<file path="config.mk">
export PLATFORM = sky130hd
export DESIGN_NAME = swtq_cmp
export DESIGN_NICKNAME = d
export VERILOG_FILES = /design/src/swtq_pkg.sv /design/src/swtq_cmp.sv
export SDC_FILE = /design/constraint.sdc
export NUM_CORES = 1
export LEC_CHECK = 0
export ABC_CLOCK_PERIOD_IN_PS = 2700
export BUFFER_PORTS_ARGS = -buffer_cell sky130_fd_sc_hd__buf_2
export CAP_MARGIN = 30
export CORE_MARGIN = 3
export CORE_UTILIZATION = 42
export DETAILED_ROUTE_END_ITERATION = 10
export GPL_ROUTABILITY_DRIVEN = 0
export PLACE_DENSITY = 0.85
export SKIP_LAST_GASP = 1
export SYNTH_ARGS = -nofsm -noshare
export SYNTH_HDL_FRONTEND = slang
export SYNTH_SLANG_ARGS = --single-unit
</file>
<file path="constraint.sdc">
create_clock -name vclk -period 2.7
set_input_delay 0.405 -clock vclk [all_inputs]
set_output_delay 0.405 -clock vclk [all_outputs]
set_load 0.1 [all_outputs]
</file>
<file path="src/swtq_pkg.sv">
// Shared types and constants of the sleep and wakeup timer queue.
`timescale 1ns / 1ps

package swtq_pkg;

    localparam int QUEUE_DEPTH_DEF = 64;

    localparam logic FUNC_SLEEP = 1'b0;
    localparam logic FUNC_TICK  = 1'b1;

    localparam logic [1:0] KIND_ACCEPTED = 2'd0;
    localparam logic [1:0] KIND_FULL     = 2'd1;
    localparam logic [1:0] KIND_WOKEN    = 2'd2;

    typedef struct packed {
        logic               func;
        logic [15:0]        sleeper_id;
        logic signed [31:0] delay_ticks;
        logic [5:0]         sleeper_priority;
    } t_in_word;

    typedef struct packed {
        logic [1:0]  kind;
        logic [15:0] woken_id;
        logic        last;
    } t_out_word;

    typedef struct packed {
        logic [63:0] wake;
        logic [15:0] id;
        logic [5:0]  prio;
    } t_entry;

    typedef struct packed {
        logic lt;
        logic eq;
        logic b_prio_below;
    } t_cmp;

    typedef enum logic [2:0] {
        ST_IDLE,
        ST_INS_RD,
        ST_INS_CMP,
        ST_INS_WR,
        ST_TICK_RD,
        ST_TICK_CMP,
        ST_TICK_END
    } t_state;

endpackage

</file>
<file path="src/swtq_cmp.sv">
// Shared comparator for wake times and priorities.
`timescale 1ns / 1ps

module swtq_cmp
    import swtq_pkg::*;
(
    input  logic [63:0] i_a,
    input  logic [63:0] i_b,
    input  logic [5:0]  i_prio_a,
    input  logic [5:0]  i_prio_b,
    output t_cmp        o_res
);

    always_comb begin
        o_res.lt           = $signed(i_a) < $signed(i_b);
        o_res.eq           = (i_a == i_b);
        o_res.b_prio_below = (i_prio_b < i_prio_a);
    end

endmodule

</file>
Word level (Yosys, flattened, before mapping)
Index checks and enable logic that the tools add are counted.
W data, S select, Z words.

word-level totals
  register bits after elaboration = 0
  bits of input ports = 140
  output and inout bits = 3
  logic and storage cells = 3

operators by class
  order comparisons = 2
  equal/unequal tests = 1

operators by type and width
  cell            count
  $eq A64 B64 Y1  1
  $lt A64 B64 Y1  1
  $lt A6 B6 Y1    1

Depth between registers and ports, before layout
  word-level depth = 1
  depth in mapped cells = 8
  gate-level depth less buffers = 8

Worst setup path before layout
OpenSTA, ideal clock, no wires.

  kind = input to output
  start point = input i_b[46]
  end point = output o_res[2] (netlist name)
  arrival = 3.235 ns
  data required time = 2.295 ns
  slack = -0.940 ns
  stages = 8
  path buffers = 0
  cell sequence = inv_1 > ha_1 > a21oi_1 > nand2_1 > a221oi_1 > o221ai_1 > nor4_2 > mux2i_1

RTL lines
  item         line            source
  from (decl)  swtq_cmp.sv:8   input logic [63:0] i_b,
  to (decl)    swtq_cmp.sv:11  output t_cmp o_res

==> qor.csv <==
stage,metric,value,unit
drt,dr_total_vias,2365,
synthesis,synth_nets,456,
timing,fin_crit_sh,0.997,
timing,rsz0062_at_grt,true,
timing,finalMaxSlewViolations,0,
setup_path,critPathMaxFanout,3,
finish,final-seq-area,0,sq um
finish,final_util,0.806,
die,rows,23,
drt,routed_via_density,5.21,
timing,whs,1240,ps
timing,max_slew_margin,0.793,
power,finalPower,521,uW
drt,wl_per_cell,14.3,microns
synthesis,synth_cells,247,
timing,fmax,372,MHz
die,chipWidth,71.2,microns
finish,final_common_cell,buf_2,
finish,n_fill_cell,252,
finish,area_delta_synth_final,83.1,%
global_routing,grt_pass1_vias,2239,
power,vdd_ir_drop_max,0.000107,V
setup_path,crit_path_end_kind,primary output,
placed_design,port_buffers,143,
global_routing,track_usage,0.190,
global_routing,grt_max_degree,5,
placed_design,dp_hpwl,4.74,mm
finish,multi_input_area,0.00204,sq mm
setup_path,crit_path_start_kind,primary input,
timing,period_minus_slack,2690,ps
timing,worst_pin_slew,308,ps
finish,fin_nets,615,
drt,drcViolationCount,0,
finish,drive_gt1_frac,0.559,
die,die_area,0.00507,sq mm
clocking,ctsHoldBuffers,0,
synthesis,syn_avg_cell_area,7.23,sq um
synthesis,synth.cell_area,0.00179,sq mm
finish,num_antenna_cells,0,
global_routing,grt_overflow,0,
outcome,outcome,finished clean,
synthesis,ys_types,32,
worst_hold_path,hp-class,in -> out,
drt,first_pass_iters,4,
power,p_per_area,159,mW/mm^2
die,start_util,0.440,
timing,finalSetupTns,0,ps
finish,nClkBuffers,0,
timing,setup_viol,0,
global_routing,grt_pass1_wl,8.42,mm
setup_path,required,2300,ps
global_routing,antenna_found_initial,0,
die,core,0.00406,sq mm
setup_path,path_class,in -> out,
power,p_leak,0.00179,uW
die,ioPinCount,143,
drt,ant_nets,0,
finish,nFlopsAndLatches,0,
setup_path,cp.arrival,2290,ps
drt,wirelength,6.51,mm
finish,mostFrequentLayoutCells,"buf_2 (134), inv_1 (56), ha_1 (39), ha_4 (30), a21oi_1 (22)",
die,die-height,71.2,microns
drt,drtIter0Drc,40,
synthesis,yosys_warnings,0,
synthesis,ys_seq_area_frac,0,
timing,hold_viol,0,
run,maxCapViolations,0,
==> worst max-delay path, cell delays in order <==
cell,delay [ps]
buf_2,80
inv_1,60
ha_4,290
nand4_1,140
buf_4,170
a2111o_1,430
a31oi_4,200
nor4_4,70
mux2i_2,230
buf_12,210
==> layout make-up <==
type / instances / area share
Inverter: 70 / 0.0811
Multi-Input combinational cell: 177 / 0.624
Tap cell: 50 / 0.0191
Timing Repair Buffer: 157 / 0.276
==> stage by stage <==
stage	area [sq um]	worst slack, ps	cells
2_1_floorplan	1800	-454	247
3_3_place_gp	2710	-72.3	452
3_5_place_dp	2710	-102	452
4_1_cts	2820	0.0211	453
5_1_grt	3270	-76.9	454
6_report	3270	8.93	454
==> metal layers <==
| metal | vias to the layer above | wire (microns) | GRT usage |
|---|---|---|---|
| li1 | 1182 | - | - |
| met1 | 1055 | 2170 | 0.202 |
| met2 | 110 | 3600 | 0.391 |
| met3 | 18 | 618 | 0.0365 |
| met4 | 0 | 127 | 0.0146 |
| met5 | - | 0 | 0 |
==> repair_timing <==
item                                    CTS  global route
setup buffers                             1             1
endpoints found under the setup margin    1             1
pin swaps                                16            31
resized for setup                        14            59
==> logic make-up after synthesis <==
logic type	synth area share
buf+inv	0.147
fa+ha+maj	0.483
compound gates	0.183
mux	0.00560
simple gates	0.181
==> power breakdown <==
| group | internal, uW | leakage (uW) | switching (uW) |
|---|---|---|---|
| clock network | 0 | 0 | 0 |
| logic | 271 | 0.00179 | 251 |
| registers | 0 | 0 | 0 |
| total | 271 | 0.00179 | 251 |
==> cells in the mapped netlist, types with 2 or more instances <==
library cell  instances  area (sq um)
inv_1                70           263
ha_1                 69           863
a21oi_1              29           145
nand2_1              14          52.6
nand4_1              13          81.3
o21ai_0               7          35.0
a21o_1                5          37.5
nand3_1               5          25.0
nor2_1                5          18.8
a221oi_1              3          26.3
nand2b_1              3          18.8
nand4_2               3          37.5
nor3_1                2          10.0
==> path summary, 6_finish.rpt <==
| path | from | endpoint | slack (ps) | cells past startpoint |
|---|---|---|---|---|
| max | i_b[14] | o_res[2] | 9 | 10 |
| min | i_prio_b[5] | o_res[0] | 1240 | 4 |
No activity file was read; power rests on OpenSTA's default activity.
